===== config.mk =====
export PLATFORM = sky130hd
export DESIGN_NAME = csam_ctrl
export DESIGN_NICKNAME = d
export VERILOG_FILES = /design/src/rtl/csam_pkg.sv /design/src/rtl/csam_ctrl.sv
export SDC_FILE = /design/constraint.sdc
export NUM_CORES = 1
export LEC_CHECK = 0
export BUFFER_PORTS_ARGS = -buffer_cell sky130_fd_sc_hd__buf_4
export CAP_MARGIN = 30
export CORE_UTILIZATION = 46
export DETAILED_ROUTE_END_ITERATION = 7
export PLACE_DENSITY = 0.79
export SLEW_MARGIN = 5
export SYNTH_ARGS = -nofsm -noshare
export SYNTH_HDL_FRONTEND = slang
export SYNTH_SLANG_ARGS = --single-unit

===== constraint.sdc =====
create_clock -name clk -period 2.1 [get_ports clk]
set_input_delay 0.21 -clock clk [delete_from_list [all_inputs] [get_ports clk]]
set_output_delay 0.21 -clock clk [all_outputs]
set_load 0.02 [all_outputs]

===== src/rtl/csam_pkg.sv =====
`default_nettype none
package csam_pkg;

	localparam int MAX_DIM_DEF = 64;
	localparam int MAX_NNZ_DEF = 1024;

	localparam int FUNC_W  = 3;
	localparam int ROW_W   = 6;
	localparam int VAL_W   = 32;
	localparam int STAT_W  = 3;
	localparam int DIMR_W  = 7;
	localparam int PADDR_W = 4;
	localparam int PDATA_W = 32;

	localparam logic [FUNC_W-1:0] FN_LOAD_A = 3'd0;
	localparam logic [FUNC_W-1:0] FN_LOAD_B = 3'd1;
	localparam logic [FUNC_W-1:0] FN_SUM    = 3'd2;
	localparam logic [FUNC_W-1:0] FN_PROD   = 3'd3;
	localparam logic [FUNC_W-1:0] FN_CLEAR  = 3'd4;

	localparam logic [STAT_W-1:0] ST_OK    = 3'd0;
	localparam logic [STAT_W-1:0] ST_DIM   = 3'd1;
	localparam logic [STAT_W-1:0] ST_FULL  = 3'd2;
	localparam logic [STAT_W-1:0] ST_RANGE = 3'd3;
	localparam logic [STAT_W-1:0] ST_ORDER = 3'd4;

	localparam logic [1:0] REG_A_ROWS = 2'd0;
	localparam logic [1:0] REG_A_COLS = 2'd1;
	localparam logic [1:0] REG_B_ROWS = 2'd2;
	localparam logic [1:0] REG_B_COLS = 2'd3;

	localparam logic [DIMR_W-1:0] DIM_RESET = 7'd64;

	typedef struct packed {
		logic [DIMR_W-1:0] a_rows;
		logic [DIMR_W-1:0] a_cols;
		logic [DIMR_W-1:0] b_rows;
		logic [DIMR_W-1:0] b_cols;
	} cfg_t;

	typedef struct packed {
		logic              capture;
		logic              ld_rd;
		logic              ld_wr;
		logic              clear_all;
		logic              acc_clear;
		logic              off_start;
		logic              off_b;
		logic              off_k;
		logic              off_rd;
		logic              off_step;
		logic              off_done;
		logic              a_rd;
		logic              b_rd;
		logic              a_take;
		logic              add_a;
		logic              add_b;
		logic              mul;
		logic              quant;
		logic              acc_rd;
		logic              acc_wr;
		logic              scan_start;
		logic              scan_rd;
		logic              scan_next;
		logic              emit;
		logic              result;
		logic [STAT_W-1:0] res_code;
	} cmd_t;

	typedef struct packed {
		logic [FUNC_W-1:0] func;
		logic [STAT_W-1:0] ld_code;
		logic              ld_keep;
		logic [STAT_W-1:0] cp_code;
		logic              off_hit;
		logic              off_b;
		logic              a_more;
		logic              b_more;
		logic              mask_any;
		logic              mask_bit;
		logic              out_free;
	} sts_t;

	// clamp a wide signed value to the 32 bit range
	function automatic logic [VAL_W-1:0] sat_val(input logic signed [47:0] v);
		if (v > 48'sh0000_7FFF_FFFF)
			return 32'h7FFF_FFFF;
		else if (v < 48'shFFFF_8000_0000)
			return 32'h8000_0000;
		else
			return v[VAL_W-1:0];
	endfunction

endpackage
`default_nettype wire


===== src/rtl/csam_ctrl.sv =====
`default_nettype none
module csam_ctrl import csam_pkg::*; (
	input  wire logic clk,
	input  wire logic arst_n,
	input  wire logic in_valid,
	output logic      in_stall,
	input  wire sts_t sts,
	output cmd_t      cmd
);

	localparam logic [4:0] S_IDLE    = 5'd0;
	localparam logic [4:0] S_DECODE  = 5'd1;
	localparam logic [4:0] S_LD_RD   = 5'd2;
	localparam logic [4:0] S_LD_WR   = 5'd3;
	localparam logic [4:0] S_RESULT  = 5'd4;
	localparam logic [4:0] S_OFF_RD  = 5'd5;
	localparam logic [4:0] S_OFF_ACC = 5'd6;
	localparam logic [4:0] S_A_CHK   = 5'd7;
	localparam logic [4:0] S_A_RD    = 5'd8;
	localparam logic [4:0] S_A_USE   = 5'd9;
	localparam logic [4:0] S_B_CHK   = 5'd10;
	localparam logic [4:0] S_B_RD    = 5'd11;
	localparam logic [4:0] S_B_USE   = 5'd12;
	localparam logic [4:0] S_MUL_Q   = 5'd13;
	localparam logic [4:0] S_ACC_RD  = 5'd14;
	localparam logic [4:0] S_ACC_WR  = 5'd15;
	localparam logic [4:0] S_SCAN    = 5'd16;
	localparam logic [4:0] S_EMIT    = 5'd17;

	logic [4:0]        state_q, state_d;
	logic              in_b_q, in_b_d;
	logic              sent_q, sent_d;
	logic [STAT_W-1:0] code_q, code_d;
	logic              is_sum;

	assign is_sum = (sts.func == FN_SUM);

	always_comb begin
		state_d  = state_q;
		in_b_d   = in_b_q;
		sent_d   = sent_q;
		code_d   = code_q;
		cmd      = '0;
		cmd.res_code = code_q;
		in_stall = 1'b1;
		case (state_q)
			S_IDLE: begin
				in_stall = 1'b0;
				if (in_valid) begin
					cmd.capture = 1'b1;
					in_b_d      = 1'b0;
					state_d     = S_DECODE;
				end
			end
			S_DECODE: begin
				case (sts.func)
					FN_LOAD_A, FN_LOAD_B: begin
						if (sts.ld_keep) begin
							state_d = S_LD_RD;
						end else begin
							code_d  = sts.ld_code;
							state_d = S_RESULT;
						end
					end
					FN_SUM, FN_PROD: begin
						if (sts.cp_code != ST_OK) begin
							code_d  = sts.cp_code;
							state_d = S_RESULT;
						end else begin
							cmd.acc_clear = 1'b1;
							cmd.off_start = 1'b1;
							state_d       = S_OFF_RD;
						end
					end
					FN_CLEAR: begin
						cmd.clear_all = 1'b1;
						code_d        = ST_OK;
						state_d       = S_RESULT;
					end
					default: begin
						code_d  = ST_OK;
						state_d = S_RESULT;
					end
				endcase
			end
			S_LD_RD: begin
				cmd.ld_rd = 1'b1;
				state_d   = S_LD_WR;
			end
			S_LD_WR: begin
				cmd.ld_wr = 1'b1;
				code_d    = ST_OK;
				state_d   = S_RESULT;
			end
			S_RESULT: begin
				if (sts.out_free) begin
					cmd.result = 1'b1;
					state_d    = S_IDLE;
				end
			end
			S_OFF_RD: begin
				cmd.off_rd = 1'b1;
				state_d    = S_OFF_ACC;
			end
			S_OFF_ACC: begin
				if (sts.off_hit) begin
					cmd.off_done = 1'b1;
					state_d      = sts.off_b ? S_B_CHK : S_A_CHK;
				end else begin
					cmd.off_step = 1'b1;
					state_d      = S_OFF_RD;
				end
			end
			S_A_CHK: begin
				if (sts.a_more) begin
					state_d = S_A_RD;
				end else if (is_sum) begin
					// A part of the row done, now the same row of B
					in_b_d        = 1'b1;
					cmd.off_start = 1'b1;
					cmd.off_b     = 1'b1;
					state_d       = S_OFF_RD;
				end else begin
					cmd.scan_start = 1'b1;
					sent_d         = 1'b0;
					state_d        = S_SCAN;
				end
			end
			S_A_RD: begin
				cmd.a_rd = 1'b1;
				state_d  = S_A_USE;
			end
			S_A_USE: begin
				if (is_sum) begin
					cmd.add_a = 1'b1;
					state_d   = S_ACC_RD;
				end else begin
					// walk the B row named by this A column
					cmd.a_take    = 1'b1;
					cmd.off_start = 1'b1;
					cmd.off_b     = 1'b1;
					cmd.off_k     = 1'b1;
					state_d       = S_OFF_RD;
				end
			end
			S_B_CHK: begin
				if (sts.b_more) begin
					state_d = S_B_RD;
				end else if (is_sum) begin
					cmd.scan_start = 1'b1;
					sent_d         = 1'b0;
					state_d        = S_SCAN;
				end else begin
					state_d = S_A_CHK;
				end
			end
			S_B_RD: begin
				cmd.b_rd = 1'b1;
				state_d  = S_B_USE;
			end
			S_B_USE: begin
				if (is_sum) begin
					cmd.add_b = 1'b1;
					state_d   = S_ACC_RD;
				end else begin
					cmd.mul = 1'b1;
					state_d = S_MUL_Q;
				end
			end
			S_MUL_Q: begin
				cmd.quant = 1'b1;
				state_d   = S_ACC_RD;
			end
			S_ACC_RD: begin
				cmd.acc_rd = 1'b1;
				state_d    = S_ACC_WR;
			end
			S_ACC_WR: begin
				cmd.acc_wr = 1'b1;
				state_d    = (is_sum && !in_b_q) ? S_A_CHK : S_B_CHK;
			end
			S_SCAN: begin
				if (!sts.mask_any) begin
					if (sent_q) begin
						state_d = S_IDLE;
					end else begin
						code_d  = ST_OK;
						state_d = S_RESULT;
					end
				end else if (sts.mask_bit) begin
					cmd.scan_rd = 1'b1;
					state_d     = S_EMIT;
				end else begin
					cmd.scan_next = 1'b1;
				end
			end
			S_EMIT: begin
				if (sts.out_free) begin
					cmd.emit = 1'b1;
					sent_d   = 1'b1;
					state_d  = S_SCAN;
				end
			end
			default: begin
				state_d = S_IDLE;
			end
		endcase
	end

	always_ff @(posedge clk or negedge arst_n) begin
		if (!arst_n) begin
			state_q <= S_IDLE;
			in_b_q  <= 1'b0;
			sent_q  <= 1'b0;
			code_q  <= ST_OK;
		end else begin
			state_q <= state_d;
			in_b_q  <= in_b_d;
			sent_q  <= sent_d;
			code_q  <= code_d;
		end
	end

endmodule
`default_nettype wire


==> impl_results.md <==
* CP Launch Type: register
* Hold path startpoint: sts[3]
* H-tree levels at 1
* Post-route minimum period at 2090 ps
* IO Pins at 49
* Die Wd at 49.8 µm
* Multi-input gate area at 779 µm²
* Reg2reg start: state_q[0]
* Outcome: complete, no violations
* R2R setup slack at 150 ps
* Slew Limit Fails at 0
* Hold Path End: state_q[3]
* Worst path required time at 1890 ps
* Fin. Hold Viols at 0
* Sequential cell area at 251 µm²
* GPL Wtd Cong at 1.01
* Fmax at 0.479 GHz
* Hold_ws at 227 ps
* DR vias at 1410
* Hold Path Cell Cnt at 3
* Worst Hold Class: input pin to register
* Drt drc at 0
* I/O Buffers at 48
* Initial Util at 51.0%
* Setup CP Type: register to primary output
* Drt total wl at 4150 µm
* Post-Syn Area at 1050 µm²
* Nets at 226
* Area growth syn-to-layout at 55.5%
* Initial antenna violation count at 0
* Syn Nets at 165
* YS warnings at 0
* First-pass GRT wire length at 6080 µm
* Synth Instances at 145
* Worst-margin pin slew at 521 ps
* Worst-path fanout max at 6
* TritonCTS clock tree: built
* Fin crit share at 99.5%
* Core ar. at 2060 µm²
* Worst EP arrival at 1880 ps
* Die Area at 2480 µm²
* Setup ws final at 10.3 ps
* Reg2reg path depth at 7
* Overall Global Routing Usage at 32.9%
* Seq/Total Area, Yosys at 23.8%
* Drt wl/cell at 17.9 µm
* Rows at 16
* P_leak at 0.000794 µW
* Setup total negative slack at 0 ps
* TritonCTS Sinks at 10
* Synth Register Bits at 10
* Pre-antenna DRT Iters at 4
* Vias in the first global route at 1297
* CTS Buffer Depth at 2
* Initial DRC count at 132
* Setup-failing EPs final at 0
* Slew Limit Headroom at 65.0%
* Post-Route Skew at 6.19 ps
* Largest net degree at the start of global routing at 14
* Cts bufs inserted at 3
* Crit end category: primary output
* Detail Route Antenna Nets at 0
* Vias per cell at 6.08
* GRT overflow at 0
* RSZ-0062 raised after global routing: yes
* Die Ht at 49.8 µm
* CTS clk-pin slew, worst paths at 80 ps
* Later-pin clock latency in the skew report at 280 ps
* Root Buffer Master: clkbuf_4
* Fill count at 151
* Hpwl dp at 2950 µm
* Avg Cell Area, Syn at 7.26 µm²
* Maxcap violations at 0
* Setup WS pre-CTS at 235 ps
* PwrDens at 1110 nW/µm²
* Library cells used by synthesis at 44
* # diodes at 0
* Crit Reg-Reg Endpoint: code_q[2]
* Worst VDD drop at 0.723 mV
* Share of cells above drive strength 1 at 45.4%
* Final Util at 79.4%
-- synth_stat cells --
| cell | number | share of area (%) |
|---|---|---|
| nor2_1 | 29 | 10 |
| dfrtp_1 | 10 | 24 |
| nor3_1 | 9 | 4.3 |
| inv_1 | 8 | 2.9 |
| o21ai_0 | 7 | 3.3 |
| a21oi_1 | 6 | 2.9 |
| nand2_1 | 6 | 2.1 |
| nand3_1 | 5 | 2.4 |
| buf_2 | 4 | 1.9 |
| mux2_2 | 4 | 4.3 |
| mux2i_1 | 4 | 3.8 |
| a211oi_1 | 3 | 2.1 |
| a31oi_1 | 3 | 1.8 |
| and3_1 | 3 | 1.8 |
| clkbuf_1 | 3 | 1.1 |
| nor2b_1 | 3 | 1.8 |
| or2_2 | 3 | 1.8 |
| a32oi_1 | 2 | 1.7 |
| buf_4 | 2 | 1.4 |
| nand2b_1 | 2 | 1.2 |
| nand3b_1 | 2 | 1.4 |
| nand4_1 | 2 | 1.2 |
| nor3b_1 | 2 | 1.4 |
| o2111ai_1 | 2 | 1.7 |
| o22ai_1 | 2 | 1.2 |
| a22oi_1 | 1 | 0.71 |
| a31o_2 | 1 | 0.83 |
| and3b_1 | 1 | 0.83 |
| buf_1 | 1 | 0.36 |
| nand2b_4 | 1 | 1.3 |
| nand4b_1 | 1 | 0.83 |
| nand4bb_1 | 1 | 1.1 |
| nor3b_2 | 1 | 1.2 |
| nor4_1 | 1 | 0.59 |
| nor4b_1 | 1 | 0.83 |
| o211ai_1 | 1 | 0.71 |
| o21bai_1 | 1 | 0.71 |
| o311ai_2 | 1 | 1.5 |
| o31a_1 | 1 | 0.83 |
| o31ai_1 | 1 | 0.71 |
| o32ai_1 | 1 | 0.83 |
| or2b_1 | 1 | 0.71 |
| or3b_2 | 1 | 0.83 |
| or3b_4 | 1 | 1.1 |
-- repair_timing --
item | in CTS | in global routing
cloned | 0 | 0
hold buffers | 1 | 0
pin swaps | 0 | 2
setup buffers | 4 | 3
endpoints found under the setup margin | 2 | 13
gates resized for setup | 2 | 12
endpoints found under the hold margin | 10 | 0
-- where the power goes --
group          switching (µW)  internal (µW)  total [µW]
Clock                    78.9            105         184
Sequential               86.4            259         345
Combinational             714            571        1280
-- kinds of logic (layout without fill, tap and decap cells) --
group	after synthesis	count (layout)	synth area share [%]
mux	8	8	8.09
compound gates	33	33	21.5
simple gates	76	76	39.0
flops	10	10	23.8
buf+inv	18	78	7.61
-- worst max-delay path by stage --
stage                          start       to  slack, ps  depth (start not counted)
after floorplan           state_q[4]  cmd[22]         80                          6
after global placement    state_q[1]  cmd[22]        270                          6
after detailed placement  state_q[1]  cmd[22]        230                          6
after CTS                 state_q[0]  cmd[27]          5                          6
after global routing      state_q[4]  cmd[22]        -30                          6
final                     state_q[4]  cmd[22]         10                          5
-- cell usage in the layout (no fill, tap or decap), drive strengths merged, types with 2 or more instances in the layout --
cell     instances
a211oi           3
a21oi            6
a31oi            3
a32oi            2
and3             3
buf             65
clkbuf           4
dfrtp           10
inv              8
mux2             4
mux2i            4
nand2            6
nand2b           3
nand3            5
nand3b           2
nand4            2
nor2            29
nor2b            3
nor3             9
nor3b            3
o2111ai          2
o21ai            7
o22ai            2
or2              3
or3b             2
-- per-stage QoR --
step | instance area (µm²) | cells | total power [µW]
after floorplan | 1060 | 145 | 1030
after global placement | 1480 | 220 | 1440
after detailed placement | 1480 | 220 | 1460
after CTS | 1560 | 229 | 1690
after global routing | 1640 | 232 | 1900
final | 1640 | 232 | 1810
-- flip-flops by register name (all words and copies together) (netlist names) --
register,flops
code_q,3
state_q,5
in_b_q,1
sent_q,1
-- area by class of cell --
| type | instances | share of cell area (%) |
|---|---|---|
| timing repair buffer | 66 | 30.9 |
| clock buffer | 4 | 2.22 |
| tap | 27 | 2.06 |
| multi-input combinational | 117 | 47.6 |
| sequential | 10 | 15.4 |
| inverter | 8 | 1.83 |
-- worst max-delay path: stages, from the launching register on --
cell and delay [ps]:
dfrtp_2 450, or3b_4 440, nand2b_4 170, nand4bb_4 240
or2b_1 200, buf_6 110
-- layer usage --
metal / track usage [%] / share of wire (%)
met1: 40.1 / 37
met2: 56.1 / 49
met5: 0 / 0
met4: 12.9 / 3.6
met3: 6.48 / 10
Power figures use the tool's default switching activity.
